==> src/hw/rtl/matrix_multiply_macros.svh <==
// assertion macros for the matrix multiply block
`ifndef MATRIX_MULTIPLY_MACROS_SVH
`define MATRIX_MULTIPLY_MACROS_SVH

`ifndef SYNTHESIS
`define MM_ASSERT(lbl, clk, rstn, prop) \
  lbl: assert property (@(posedge clk) disable iff (!rstn) prop) \
    else $error("matrix_multiply assertion failed");
`define MM_NEVER(lbl, clk, rstn, cond) \
  lbl: assert property (@(posedge clk) disable iff (!rstn) !(cond)) \
    else $error("matrix_multiply forbidden condition seen");
`else
`define MM_ASSERT(lbl, clk, rstn, prop)
`define MM_NEVER(lbl, clk, rstn, cond)
`endif

`endif

==> src/hw/rtl/mm_pkg.sv <==
`default_nettype none

package mm_pkg;

  localparam int unsigned ELEM_W    = 16;
  localparam int unsigned PROD_W    = 2 * ELEM_W;
  localparam int unsigned ACC_W     = 35;
  localparam int unsigned IDX_W     = 3;
  localparam int unsigned MODE_W    = 2;
  localparam int unsigned CFG_W     = 4;
  localparam int unsigned CFG_IDX_W = 2;

  typedef enum logic [MODE_W-1:0] {
    MODE_LOAD_A  = 2'd0,
    MODE_LOAD_B  = 2'd1,
    MODE_COMPUTE = 2'd2
  } mode_e;

  typedef enum logic [CFG_IDX_W-1:0] {
    CFG_ROWS_A    = 2'd0,
    CFG_INNER_LEN = 2'd1,
    CFG_COLS_B    = 2'd2
  } cfg_idx_e;

  typedef struct packed {
    logic                     wr_a;
    logic                     wr_b;
    logic [IDX_W-1:0]         wr_row;
    logic [IDX_W-1:0]         wr_col;
    logic signed [ELEM_W-1:0] wr_value;
    logic                     rd;
    logic                     first;
    logic                     last_dot;
    logic                     last_elem;
    logic [IDX_W-1:0]         out_row;
    logic [IDX_W-1:0]         out_col;
    logic [IDX_W-1:0]         k_idx;
  } cmd_t;

  typedef struct packed {
    logic busy;
    logic out_valid;
  } status_t;

endpackage

`default_nettype wire

==> src/hw/rtl/mm_in_if.sv <==
`default_nettype none

interface mm_in_if import mm_pkg::*; ();
  logic                     valid;
  logic                     ready;
  logic [MODE_W-1:0]        mode;
  logic [IDX_W-1:0]         row;
  logic [IDX_W-1:0]         col;
  logic signed [ELEM_W-1:0] value;

  modport source (output valid, output mode, output row, output col, output value,
                  input ready);
  modport sink (input valid, input mode, input row, input col, input value,
                output ready);
endinterface

`default_nettype wire

==> src/hw/rtl/mm_out_if.sv <==
`default_nettype none

interface mm_out_if import mm_pkg::*; ();
  logic                    valid;
  logic                    ready;
  logic [IDX_W-1:0]        out_row;
  logic [IDX_W-1:0]        out_col;
  logic signed [ACC_W-1:0] out_value;
  logic                    last;

  modport source (output valid, output out_row, output out_col, output out_value,
                  output last, input ready);
  modport sink (input valid, input out_row, input out_col, input out_value,
                input last, output ready);
endinterface

`default_nettype wire

==> src/hw/rtl/mm_ram.sv <==
`default_nettype none

module mm_ram #(
  parameter int unsigned WIDTH = 16,
  parameter int unsigned DEPTH = 64,
  localparam int unsigned AW   = (DEPTH > 1) ? $clog2(DEPTH) : 1
) (
  input  wire logic             clk_i,
  input  wire logic             wr_en_i,
  input  wire logic [AW-1:0]    wr_addr_i,
  input  wire logic [WIDTH-1:0] wr_data_i,
  input  wire logic             rd_en_i,
  input  wire logic [AW-1:0]    rd_addr_i,
  output logic      [WIDTH-1:0] rd_data_o
);

  logic [WIDTH-1:0] mem_q [DEPTH];
  logic [WIDTH-1:0] rd_data_q;

  always_ff @(posedge clk_i) begin
    if (wr_en_i) begin
      mem_q[wr_addr_i] <= wr_data_i;
    end
    if (rd_en_i) begin
      rd_data_q <= mem_q[rd_addr_i];
    end
  end

  assign rd_data_o = rd_data_q;

endmodule

`default_nettype wire

==> src/hw/rtl/mm_ctrl.sv <==
`default_nettype none

module mm_ctrl import mm_pkg::*; #(
  parameter int unsigned MAX_DIM = 8
) (
  input  wire logic                 clk_i,
  input  wire logic                 rst_ni,
  input  wire logic                 cfg_we_i,
  input  wire logic [CFG_IDX_W-1:0] cfg_idx_i,
  input  wire logic [CFG_W-1:0]     cfg_data_i,
  mm_in_if.sink                     in_i,
  input  wire status_t              status_i,
  output cmd_t                      cmd_o
);

  localparam int unsigned DIM_W = $clog2(MAX_DIM + 1);
  localparam int unsigned CW    = IDX_W + 1;

  typedef enum logic {
    ST_IDLE,
    ST_ISSUE
  } state_e;

  state_e           state_q;
  logic [DIM_W-1:0] h_q, k_q, w_q;
  logic [IDX_W-1:0] y_q, x_q, i_q;
  cmd_t             cmd_q;

  logic go, last_i, last_x, last_y, in_range;

  function automatic logic [DIM_W-1:0] clamp_dim(logic [CFG_W-1:0] v);
    if (v == '0) return DIM_W'(1);
    if (v > CFG_W'(MAX_DIM)) return DIM_W'(MAX_DIM);
    return v[DIM_W-1:0];
  endfunction

  assign last_i   = (CW'(i_q) + CW'(1)) == CW'(k_q);
  assign last_x   = (CW'(x_q) + CW'(1)) == CW'(w_q);
  assign last_y   = (CW'(y_q) + CW'(1)) == CW'(h_q);
  assign go       = (i_q != '0) || (!status_i.busy && !status_i.out_valid);
  assign in_range = (CW'(in_i.row) < CW'(MAX_DIM)) && (CW'(in_i.col) < CW'(MAX_DIM));

  always_ff @(posedge clk_i or negedge rst_ni) begin
    if (!rst_ni) begin
      state_q <= ST_IDLE;
      h_q     <= DIM_W'(MAX_DIM);
      k_q     <= DIM_W'(MAX_DIM);
      w_q     <= DIM_W'(MAX_DIM);
      y_q     <= '0;
      x_q     <= '0;
      i_q     <= '0;
      cmd_q   <= '0;
    end else begin
      cmd_q.wr_a <= 1'b0;
      cmd_q.wr_b <= 1'b0;
      cmd_q.rd   <= 1'b0;

      if (cfg_we_i) begin
        unique case (cfg_idx_e'(cfg_idx_i))
          CFG_ROWS_A:    h_q <= clamp_dim(cfg_data_i);
          CFG_INNER_LEN: k_q <= clamp_dim(cfg_data_i);
          CFG_COLS_B:    w_q <= clamp_dim(cfg_data_i);
          default: ;
        endcase
      end

      unique case (state_q)
        ST_IDLE: begin
          if (in_i.valid) begin
            cmd_q.wr_row   <= in_i.row;
            cmd_q.wr_col   <= in_i.col;
            cmd_q.wr_value <= in_i.value;
            unique case (mode_e'(in_i.mode))
              MODE_LOAD_A: cmd_q.wr_a <= in_range;
              MODE_LOAD_B: cmd_q.wr_b <= in_range;
              MODE_COMPUTE: begin
                y_q     <= '0;
                x_q     <= '0;
                i_q     <= '0;
                state_q <= ST_ISSUE;
              end
              default: ;
            endcase
          end
        end
        ST_ISSUE: begin
          if (go) begin
            cmd_q.rd        <= 1'b1;
            cmd_q.first     <= (i_q == '0);
            cmd_q.last_dot  <= last_i;
            cmd_q.last_elem <= last_i && last_x && last_y;
            cmd_q.out_row   <= y_q;
            cmd_q.out_col   <= x_q;
            cmd_q.k_idx     <= i_q;
            if (last_i) begin
              i_q <= '0;
              if (last_x) begin
                x_q <= '0;
                if (last_y) begin
                  state_q <= ST_IDLE;
                end else begin
                  y_q <= y_q + IDX_W'(1);
                end
              end else begin
                x_q <= x_q + IDX_W'(1);
              end
            end else begin
              i_q <= i_q + IDX_W'(1);
            end
          end
        end
        default: state_q <= ST_IDLE;
      endcase
    end
  end

  assign in_i.ready = (state_q == ST_IDLE);
  assign cmd_o      = cmd_q;

endmodule

`default_nettype wire

==> src/hw/rtl/mm_dp.sv <==
`default_nettype none

module mm_dp import mm_pkg::*; #(
  parameter int unsigned MAX_DIM = 8
) (
  input  wire logic  clk_i,
  input  wire logic  rst_ni,
  input  wire cmd_t  cmd_i,
  output status_t    status_o,
  mm_out_if.source   out_o
);

  localparam int unsigned DEPTH = MAX_DIM * MAX_DIM;
  localparam int unsigned AW    = (DEPTH > 1) ? $clog2(DEPTH) : 1;
  localparam int unsigned XW    = 2 * IDX_W + 1;

  logic [AW-1:0]     wr_addr, rd_addr_a, rd_addr_b;
  logic [ELEM_W-1:0] a_data, b_data;

  logic s1_valid_q, s1_first_q, s1_last_dot_q, s1_last_elem_q;
  logic [IDX_W-1:0] s1_row_q, s1_col_q;
  logic s2_valid_q, s2_first_q, s2_last_dot_q, s2_last_elem_q;
  logic [IDX_W-1:0] s2_row_q, s2_col_q;
  logic signed [PROD_W-1:0] prod_q;
  logic signed [ACC_W-1:0]  acc_q, sum;

  logic                    out_valid_q;
  logic [IDX_W-1:0]        out_row_q, out_col_q;
  logic signed [ACC_W-1:0] out_value_q;
  logic                    out_last_q;

  function automatic logic [AW-1:0] elem_addr(logic [IDX_W-1:0] r, logic [IDX_W-1:0] c);
    logic [XW-1:0] full;
    full = XW'(r) * XW'(MAX_DIM) + XW'(c);
    return full[AW-1:0];
  endfunction

  assign wr_addr   = elem_addr(cmd_i.wr_row, cmd_i.wr_col);
  assign rd_addr_a = elem_addr(cmd_i.out_row, cmd_i.k_idx);
  assign rd_addr_b = elem_addr(cmd_i.k_idx, cmd_i.out_col);

  mm_ram #(.WIDTH(ELEM_W), .DEPTH(DEPTH)) u_a_store (
    .clk_i     (clk_i),
    .wr_en_i   (cmd_i.wr_a),
    .wr_addr_i (wr_addr),
    .wr_data_i (cmd_i.wr_value),
    .rd_en_i   (cmd_i.rd),
    .rd_addr_i (rd_addr_a),
    .rd_data_o (a_data)
  );

  mm_ram #(.WIDTH(ELEM_W), .DEPTH(DEPTH)) u_b_store (
    .clk_i     (clk_i),
    .wr_en_i   (cmd_i.wr_b),
    .wr_addr_i (wr_addr),
    .wr_data_i (cmd_i.wr_value),
    .rd_en_i   (cmd_i.rd),
    .rd_addr_i (rd_addr_b),
    .rd_data_o (b_data)
  );

  assign sum = s2_first_q ? ACC_W'(prod_q) : acc_q + ACC_W'(prod_q);

  always_ff @(posedge clk_i or negedge rst_ni) begin
    if (!rst_ni) begin
      s1_valid_q  <= 1'b0;
      s2_valid_q  <= 1'b0;
      out_valid_q <= 1'b0;
    end else begin
      s1_valid_q <= cmd_i.rd;
      s2_valid_q <= s1_valid_q;
      if (s2_valid_q && s2_last_dot_q) begin
        out_valid_q <= 1'b1;
      end else if (out_o.ready) begin
        out_valid_q <= 1'b0;
      end
    end
  end

  always_ff @(posedge clk_i) begin
    s1_first_q     <= cmd_i.first;
    s1_last_dot_q  <= cmd_i.last_dot;
    s1_last_elem_q <= cmd_i.last_elem;
    s1_row_q       <= cmd_i.out_row;
    s1_col_q       <= cmd_i.out_col;
    s2_first_q     <= s1_first_q;
    s2_last_dot_q  <= s1_last_dot_q;
    s2_last_elem_q <= s1_last_elem_q;
    s2_row_q       <= s1_row_q;
    s2_col_q       <= s1_col_q;
    prod_q         <= $signed(a_data) * $signed(b_data);
    if (s2_valid_q) begin
      acc_q <= sum;
      if (s2_last_dot_q) begin
        out_row_q   <= s2_row_q;
        out_col_q   <= s2_col_q;
        out_value_q <= sum;
        out_last_q  <= s2_last_elem_q;
      end
    end
  end

  assign status_o.busy      = cmd_i.rd | s1_valid_q | s2_valid_q;
  assign status_o.out_valid = out_valid_q;

  assign out_o.valid     = out_valid_q;
  assign out_o.out_row   = out_row_q;
  assign out_o.out_col   = out_col_q;
  assign out_o.out_value = out_value_q;
  assign out_o.last      = out_last_q;

endmodule

`default_nettype wire

==> src/hw/rtl/matrix_multiply.sv <==
// load items: one per cycle while idle, no result, written to the element store on the next edge
// compute item: rows_a*cols_b results, one multiply-accumulate per cycle within a c element
// (the next element starts only after the read, multiply and accumulate stages drain
// and the output register has emptied)
// reset: sizes return to MAX_DIM (8 by default), control cleared, stores undefined until written
`default_nettype none
`include "matrix_multiply_macros.svh"

module matrix_multiply import mm_pkg::*; #(
  parameter int unsigned MAX_DIM = 8
) (
  input  wire logic                 clk_i,
  input  wire logic                 rst_ni,
  input  wire logic                 cfg_we_i,
  input  wire logic [CFG_IDX_W-1:0] cfg_idx_i,
  input  wire logic [CFG_W-1:0]     cfg_data_i,
  mm_in_if.sink                     in_i,
  mm_out_if.source                  out_o
);

  cmd_t    cmd;
  status_t status;
  logic    compute_acc;

  mm_ctrl #(.MAX_DIM(MAX_DIM)) u_ctrl (
    .clk_i      (clk_i),
    .rst_ni     (rst_ni),
    .cfg_we_i   (cfg_we_i),
    .cfg_idx_i  (cfg_idx_i),
    .cfg_data_i (cfg_data_i),
    .in_i       (in_i),
    .status_i   (status),
    .cmd_o      (cmd)
  );

  mm_dp #(.MAX_DIM(MAX_DIM)) u_dp (
    .clk_i    (clk_i),
    .rst_ni   (rst_ni),
    .cmd_i    (cmd),
    .status_o (status),
    .out_o    (out_o)
  );

  assign compute_acc = in_i.valid && in_i.ready && (in_i.mode == MODE_COMPUTE);

  `MM_ASSERT(a_compute_drops_ready, clk_i, rst_ni, compute_acc |=> !in_i.ready)
  `MM_NEVER(a_no_read_write_overlap, clk_i, rst_ni, cmd.rd && (cmd.wr_a || cmd.wr_b))
  `MM_ASSERT(a_first_issue_out_free, clk_i, rst_ni, (cmd.rd && cmd.first) |-> !status.out_valid)

endmodule

`default_nettype wire
==> src/flat_wrapper.sv <==
// flat-port wrapper written by rule: the top's interface ports become plain ports
module matrix_multiply_flat import mm_pkg::*;
#(
  parameter int unsigned MAX_DIM = 8
)
  (clk_i, rst_ni, cfg_we_i, cfg_idx_i, cfg_data_i, in_i_valid, in_i_mode, in_i_row, in_i_col, in_i_value, in_i_ready, out_o_valid, out_o_out_row, out_o_out_col, out_o_out_value, out_o_last, out_o_ready);
  mm_in_if in_i_i ();
  mm_out_if out_o_i ();
  input  wire logic clk_i;
  input  wire logic rst_ni;
  input  wire logic cfg_we_i;
  input  wire logic [CFG_IDX_W-1:0] cfg_idx_i;
  input  wire logic [CFG_W-1:0] cfg_data_i;
  input wire logic [$bits(in_i_i.valid)-1:0] in_i_valid;
  input wire logic [$bits(in_i_i.mode)-1:0] in_i_mode;
  input wire logic [$bits(in_i_i.row)-1:0] in_i_row;
  input wire logic [$bits(in_i_i.col)-1:0] in_i_col;
  input wire logic [$bits(in_i_i.value)-1:0] in_i_value;
  output wire logic [$bits(in_i_i.ready)-1:0] in_i_ready;
  output wire logic [$bits(out_o_i.valid)-1:0] out_o_valid;
  output wire logic [$bits(out_o_i.out_row)-1:0] out_o_out_row;
  output wire logic [$bits(out_o_i.out_col)-1:0] out_o_out_col;
  output wire logic [$bits(out_o_i.out_value)-1:0] out_o_out_value;
  output wire logic [$bits(out_o_i.last)-1:0] out_o_last;
  input wire logic [$bits(out_o_i.ready)-1:0] out_o_ready;
  assign in_i_i.valid = in_i_valid;
  assign in_i_i.mode = in_i_mode;
  assign in_i_i.row = in_i_row;
  assign in_i_i.col = in_i_col;
  assign in_i_i.value = in_i_value;
  assign in_i_ready = in_i_i.ready;
  assign out_o_valid = out_o_i.valid;
  assign out_o_out_row = out_o_i.out_row;
  assign out_o_out_col = out_o_i.out_col;
  assign out_o_out_value = out_o_i.out_value;
  assign out_o_last = out_o_i.last;
  assign out_o_i.ready = out_o_ready;
  matrix_multiply #(.MAX_DIM(MAX_DIM)) u_core (.clk_i(clk_i), .rst_ni(rst_ni), .cfg_we_i(cfg_we_i), .cfg_idx_i(cfg_idx_i), .cfg_data_i(cfg_data_i), .in_i(in_i_i), .out_o(out_o_i));
endmodule
==> config.mk <==
export PLATFORM = sky130hd
export DESIGN_NAME = matrix_multiply_flat
export DESIGN_NICKNAME = d
export VERILOG_FILES = /design/src/hw/rtl/mm_pkg.sv /design/src/hw/rtl/mm_in_if.sv /design/src/hw/rtl/mm_out_if.sv /design/src/hw/rtl/mm_ram.sv /design/src/hw/rtl/mm_ctrl.sv /design/src/hw/rtl/mm_dp.sv /design/src/hw/rtl/matrix_multiply.sv /design/src/flat_wrapper.sv
export VERILOG_INCLUDE_DIRS = /design/src /design/src/hw/rtl
export SDC_FILE = /design/constraint.sdc
export NUM_CORES = 2
export LEC_CHECK = 0
export BUFFER_PORTS_ARGS = -buffer_cell sky130_fd_sc_hd__buf_4
export CAP_MARGIN = 25
export CORE_ASPECT_RATIO = 0.6
export CORE_MARGIN = 1
export CORE_UTILIZATION = 57
export CTS_CLUSTER_DIAMETER = 150
export CTS_CLUSTER_SIZE = 14
export DETAILED_ROUTE_END_ITERATION = 7
export HOLD_SLACK_MARGIN = 0.08
export PLACE_DENSITY = 0.76
export REMOVE_ABC_BUFFERS = 1
export SLEW_MARGIN = 5
export SYNTH_ARGS = -nofsm -noshare
export SYNTH_HDL_FRONTEND = slang
export SYNTH_HIERARCHICAL = 1
export SYNTH_SLANG_ARGS = --single-unit
export TNS_END_PERCENT = 20
==> constraint.sdc <==
create_clock -name clk_i -period 5.52 [get_ports clk_i]
set_clock_uncertainty 0.1 [all_clocks]
set_input_delay 0.276 -clock clk_i [delete_from_list [all_inputs] [get_ports clk_i]]
set_output_delay 0.276 -clock clk_i [all_outputs]
set_load 0.05 [all_outputs]
==> Word level (Yosys, flattened, before mapping) <==
Memories as Yosys holds them, arrays and structs flattened. A register that Yosys moved wholly into a read port is not among the register bits.
Index checks and enable logic that the tools add are counted.
{ "totals": {"mem_count": 2, "wordCells": 149, "out_inout_bits": 44, "input_bits": 35, "reg_bits": 189, "ramBits": 2048} }
{ "classes": {"bitwise": 3, "add_sub_neg": 10, "mux": 59, "order_cmp": 1, "n_mul": 1, "n_eq_ne": 13, "n_reduce_logical": 22} }
{ "memory_table": {"columns": ["memory", "words", "word_bits", "rd", "rd_ports_with_merged_regs", "wr", "line_no", "source"], "rows": [
  ["u_core.u_dp.u_a_store.mem_q", 64, 16, 1, 1, 1, "mm_ram.sv:17", "logic [WIDTH-1:0] mem_q [DEPTH];"],
  ["u_core.u_dp.u_b_store.mem_q", 64, 16, 1, 1, 1, "mm_ram.sv:17", null]
]} }
{ "op_table": {"columns": ["op", "n"], "rows": [
  ["24-bit two-way mux", 2],
  ["35-bit by 32-bit adder with 35-bit output", 1],
  ["35-bit two-way mux", 1],
  ["3-bit two-way mux", 11],
  ["16-bit by 16-bit multiplier with 32-bit output", 1],
  ["4-bit two-way mux", 8],
  ["1-bit two-way mux", 31],
  ["13-bit two-way mux", 2],
  ["6-bit by 3-bit adder with 6-bit output", 3],
  ["3-bit case mux with 2 select lines", 3],
  ["3-bit by 1-bit adder with 4-bit output, second input constant", 3],
  ["4-bit equality test", 3],
  ["2-bit AND reduction", 6],
  ["3-bit by 1-bit adder with 3-bit output, second input constant", 3],
  ["2-bit by 1-bit != test with 1-bit output, second input constant", 4],
  ["6-bit AND reduction", 1],
  ["2-bit by 1-bit equality test with 1-bit output, second input constant", 2],
  ["2-bit equality test, second input constant", 2],
  ["4-bit greater-than comparator, second input constant", 1],
  ["1-bit logical AND", 4],
  ["2-bit logical NOT", 2],
  ["4-bit logical NOT", 1],
  ["2-bit != test, second input constant", 2],
  ["4-bit AND reduction", 1],
  ["other kinds (9)", 11]
]} }

==> Longest topological paths before layout <==
{ "logic_depth": {"word_depth": 9, "ltp_mapped": 23, "ltp_nobuf": 22} }

==> Hierarchy <==
The synthesis kept the hierarchy.
{ "by_module_without_submodules": {"columns": ["module", "area_per_inst_um2", "cells_per_inst", "instances"], "rows": [
  ["mm_ram", 40202.3, 1829, 2],
  ["mm_dp", 15175.8, 1512, 1],
  ["mm_ctrl", 2578.7, 216, 1]
]} }

==> Least setup slack after synthesis <==
No wires, ideal clock.
{ "synth_path": {"path_kind": "reg-to-reg", "startpoint": "reg u_core.u_dp.u_a_store.rd_data_q[15] (netlist: u_core/u_dp/u_a_store/rd_data_o[15]), read port of u_core.u_dp.u_a_store.mem_q", "endpoint": "reg u_core.u_dp.prod_q[28]", "n_path_buf": 1, "t_arrival_ns": 5.804, "stages_incl_launch_ff": 22, "path_slack_ns": -0.457, "required_time_ns": 5.348, "path_cell_list": "edfxtp_1 -> clkbuf_1 -> nand2_1 -> inv_1 -> fa_1 -> fa_1 -> fa_1 -> fa_1 -> fa_1 -> inv_1 -> fa_1 -> inv_1 -> ha_1 -> a21o_1 -> a211oi_1 -> o21bai_1 -> a21o_1 -> o21ai_0 -> o211ai_1 -> o21ai_0 -> nor2b_1 -> xnor2_1"} }
{ "synth_between": {"elab_chain_len": 1} }
{ "synth_rtl": {"columns": ["element", "line_no", "source"], "rows": [
  ["from (decl)", "mm_ram.sv:18", "logic [WIDTH-1:0] rd_data_q;"],
  ["16-bit by 16-bit multiplier with 32-bit output", "mm_dp.sv:91", "prod_q <= $signed(a_data) * $signed(b_data);"],
  ["to (signal assigned)", "mm_dp.sv:91", null],
  ["to (decl)", "mm_dp.sv:24", "logic signed [PROD_W-1:0] prod_q;"]
]} }
Every way passes these cells.
A chain may end at the register's enable or synchronous reset.

==> Worst setup path after layout <==
{ "layout_path": {"startpoint": "reg u_core.u_dp.u_a_store.rd_data_q[5] (netlist: u_core/u_dp/u_a_store/rd_data_o[5]), read port of u_core.u_dp.u_a_store.mem_q", "endpoint": "reg u_core.u_dp.prod_q[31]"} }
Same word-level chain as after synthesis.

==> impl_metrics.ini <==
[routing]
via_count = 52200
routedWlPerCell_um = 28.7
drt_iter0_drc = 7065
drt_wl_total_um = 234000
dr.pass1.iters = 7
ant_nets = 0
via_per_inst = 6.42
drc = 0

[synth]
async_reset_ff_share_pct = 2.73
avgSynthCellArea_um2 = 18.2
synth.distinct_cells = 85
synth_flop_cell = edfxtp_1
yosys_register_bits = 2269
syn_inst = 5386
yosysWarnings = 6
synth-seq-area-share_pct = 68.6
synth_area_mm2 = 0.0982
synth_edf_count = 2157

[critical_path]
crit_type = flip-flop to flip-flop
critPathCaptureType = flip-flop
cp_common_cell = fa_1
slowest_stage = edfxtp_1
crit_end = u_core/u_dp/prod_q[31]
cp_max_fo = 7
arrival_ns = 6.67
reg2reg_depth = 22
reg2reg_slack_ns = -0.48
max_stage_delay_ns = 0.55
required_ns = 6.18
crit_path_start_kind = flip-flop
cp-startpoint = u_core/u_dp/u_a_store/rd_data_o[5]
reg2reg_to = u_core/u_dp/prod_q[31]
crit_chain = buf_6, and2_4, fa_1, inv_2, fa_1, fa_2, fa_1, inv_2, fa_1, inv_2, fa_1, inv_2, ha_4, nand4_1, a31oi_2, a211oi_4, o31ai_4, a21oi_2, a21oi_2, a21oi_1, o21bai_1, xnor2_1
r2r_start = u_core/u_dp/u_a_store/rd_data_o[5]

[sta]
period_needed_ns = 6.00
fin_tns_setup_ns = -4.22
hold_violations = 0
finalMaxSlewViolations = 0
clock.fmax_mhz = 167
setup_ws_ns = -0.485
rsz0062_at_grt = yes
finalCritPeriodShare_pct = 109
hold-worst-slack_ns = 0.118
finalSetupViolCount = 15
worst_slew_pin_slew_ns = 1.15
slew_headroom_pct = 23.5

[final_layout]
fillers = 11300
synthToLayoutAreaGrowth_pct = 11.0
layout_commonest_cell = edfxtp_1
fin_nets = 6229
drive_above_1_share_pct = 22.1
layout.cells.most_common_list = edfxtp_1, mux4_2, buf_4
utilization_pct = 64.0

[grt]
grt_pass1_vias = 52100
grt_overflow = 0
grt_pass1_wl_um = 345000
grt_max_degree = 90
grt.total_usage_pct = 27.4
antenna_found_initial = 11

[die]
initial_core_util_pct = 57.7
ios = 79
fp.dieH_um = 323
die-width_um = 538
core_area_mm2 = 0.170
dieArea_mm2 = 0.174
row_count = 117

[run_status]
status = finished, violations left
violations = setup timing

[clock_tree]
cts_tree = built
cts.htree.levels = 4
cts_root_buffer = clkbuf_16
clock_latency_ns = 0.83
clock-sinks = 2269
cts_buffers = 188
cts_buffer_depth = 4
clkTransAtPathRegs_ns = 0.07

[placed_design]
place_congestion = 0.905
port_buffers = 78
dp_hpwl_um = 147000
dp_slack_ns = -0.922

[worst_hold_path]
hold_class = input pin to flip-flop
min_from = in_i_valid

[run]
cap_violations = 0
synthesized netlist by cell type (11+ instances only):
| cell type | number | area, um2 |
|---|---|---|
| edfxtp_1 | 2157 | 64800 |
| nand4_1 | 28 | 175 |
| a22o_1 | 14 | 123 |
| ha_1 | 120 | 1500 |
| inv_1 | 305 | 1140 |
| buf_6 | 35 | 394 |
| a221o_1 | 12 | 120 |
| nor2_1 | 184 | 691 |
| dfxtp_1 | 50 | 1000 |
| nor2b_1 | 69 | 432 |
| a311oi_1 | 16 | 140 |
| a21o_1 | 12 | 90.1 |
| mux2_2 | 83 | 935 |
| a22oi_1 | 79 | 593 |
| fa_1 | 263 | 5270 |
| nor3_1 | 16 | 80.1 |
| a211o_1 | 18 | 158 |
| buf_4 | 27 | 203 |
| nand3_1 | 63 | 315 |
| xnor2_1 | 49 | 429 |
| a31oi_1 | 24 | 150 |
| dfrtp_1 | 59 | 1480 |
| a21oi_1 | 96 | 480 |
| mux4_2 | 440 | 9910 |
| nand2_1 | 329 | 1230 |
| nand2b_1 | 24 | 150 |
| xor2_1 | 24 | 210 |
| o21ai_0 | 77 | 385 |
| a211oi_1 | 24 | 180 |
| and4_1 | 13 | 114 |
| buf_2 | 72 | 360 |
| and2_1 | 134 | 838 |
| mux2i_1 | 171 | 1710 |
| a221oi_1 | 32 | 280 |
| o211ai_1 | 11 | 82.6 |
| clkbuf_1 | 89 | 334 |
worst min path at each step:
stage,cells after the start,endpoint,slack [ns]
floorplan,0,u_core/u_ctrl/cmd_o[0],-0.12
global route,3,u_core/u_ctrl/cmd_o[13],0.11
finish,4,u_core/u_ctrl/cmd_o[18],0.12
CTS,3,u_core/u_ctrl/cmd_o[22],0.08
global placement,0,u_core/u_dp/s2_last_dot_q,0.21
detailed placement,0,u_core/u_dp/s2_first_q,0.21
registers in the layout (all words and copies together), names as in the netlist, 4 cells and up:
name / cells
u_core/u_ctrl/cmd_o: 37
u_core/u_ctrl/h_q: 4
u_core/u_ctrl/k_q: 4
u_core/u_ctrl/w_q: 4
u_core/u_dp/acc_q: 35
u_core/u_dp/out_o.out_value: 35
u_core/u_dp/prod_q: 32
u_core/u_dp/u_a_store/mem_q: 1024
u_core/u_dp/u_a_store/rd_data_o: 16
u_core/u_dp/u_b_store/mem_q: 1024
u_core/u_dp/u_b_store/rd_data_o: 16
area by class of cell:
type	instances	area, um2	area share (%)
clock buffer	251	4980	4.57
clock inverter	6	108	0.0988
antenna	1	2.50	0.00230
tap	2261	2830	2.60
timing repair buffer	490	4090	3.75
inverter	306	1150	1.06
sequential	2269	67400	61.9
multi-input combinational	2556	28400	26.1
per-layer routing:
metal	wire (um)	GRT usage [%]	up-vias
met3	31700	8.85	390
met5	51	0	-
met1	94100	40.9	27100
li1	-	-	21600
met2	102000	39.5	3149
met4	5540	6.34	8
kinds of logic after synthesis:
| group | synth area share [%] |
|---|---|
| and+or+nand+nor | 4.51 |
| DFF | 68.6 |
| muxes | 13.0 |
| AOI/OAI and AO/OA | 3.45 |
| xor gates and xnor gates | 0.699 |
| adders and majority gates | 6.89 |
| buffers and inverters | 2.86 |
through the flow:
stage	instance area [um2]	cells
3_3_place_gp	103000	7820
4_1_cts	109000	8124
3_5_place_dp	103000	7823
6_report	109000	8140
2_1_floorplan	96500	5131
5_1_grt	109000	8140
worst max-delay path: cells and delay by family, from the launching register on:
family                   cells  cell delay (ns)
adder cells (fa/ha/maj)      7             3.28
buffers and inverters        5             0.37
AND/OR/NAND/NOR              2             0.24
flip-flops                   1             0.55
XOR/XNOR                     1             0.13
AO/OA/AOI/OAI                7             1.25
what timing repair did:
action	in CTS	in global routing
gates resized for setup	30	46
endpoints found under the setup margin	17	22
hold buffers	42	0
pin swaps	13	44
buffers inserted	2	6
hold endpoints to repair	100	0
Power is not shown: default switching activity piles up to over one toggle a cycle in this logic, so the estimate is an artifact.
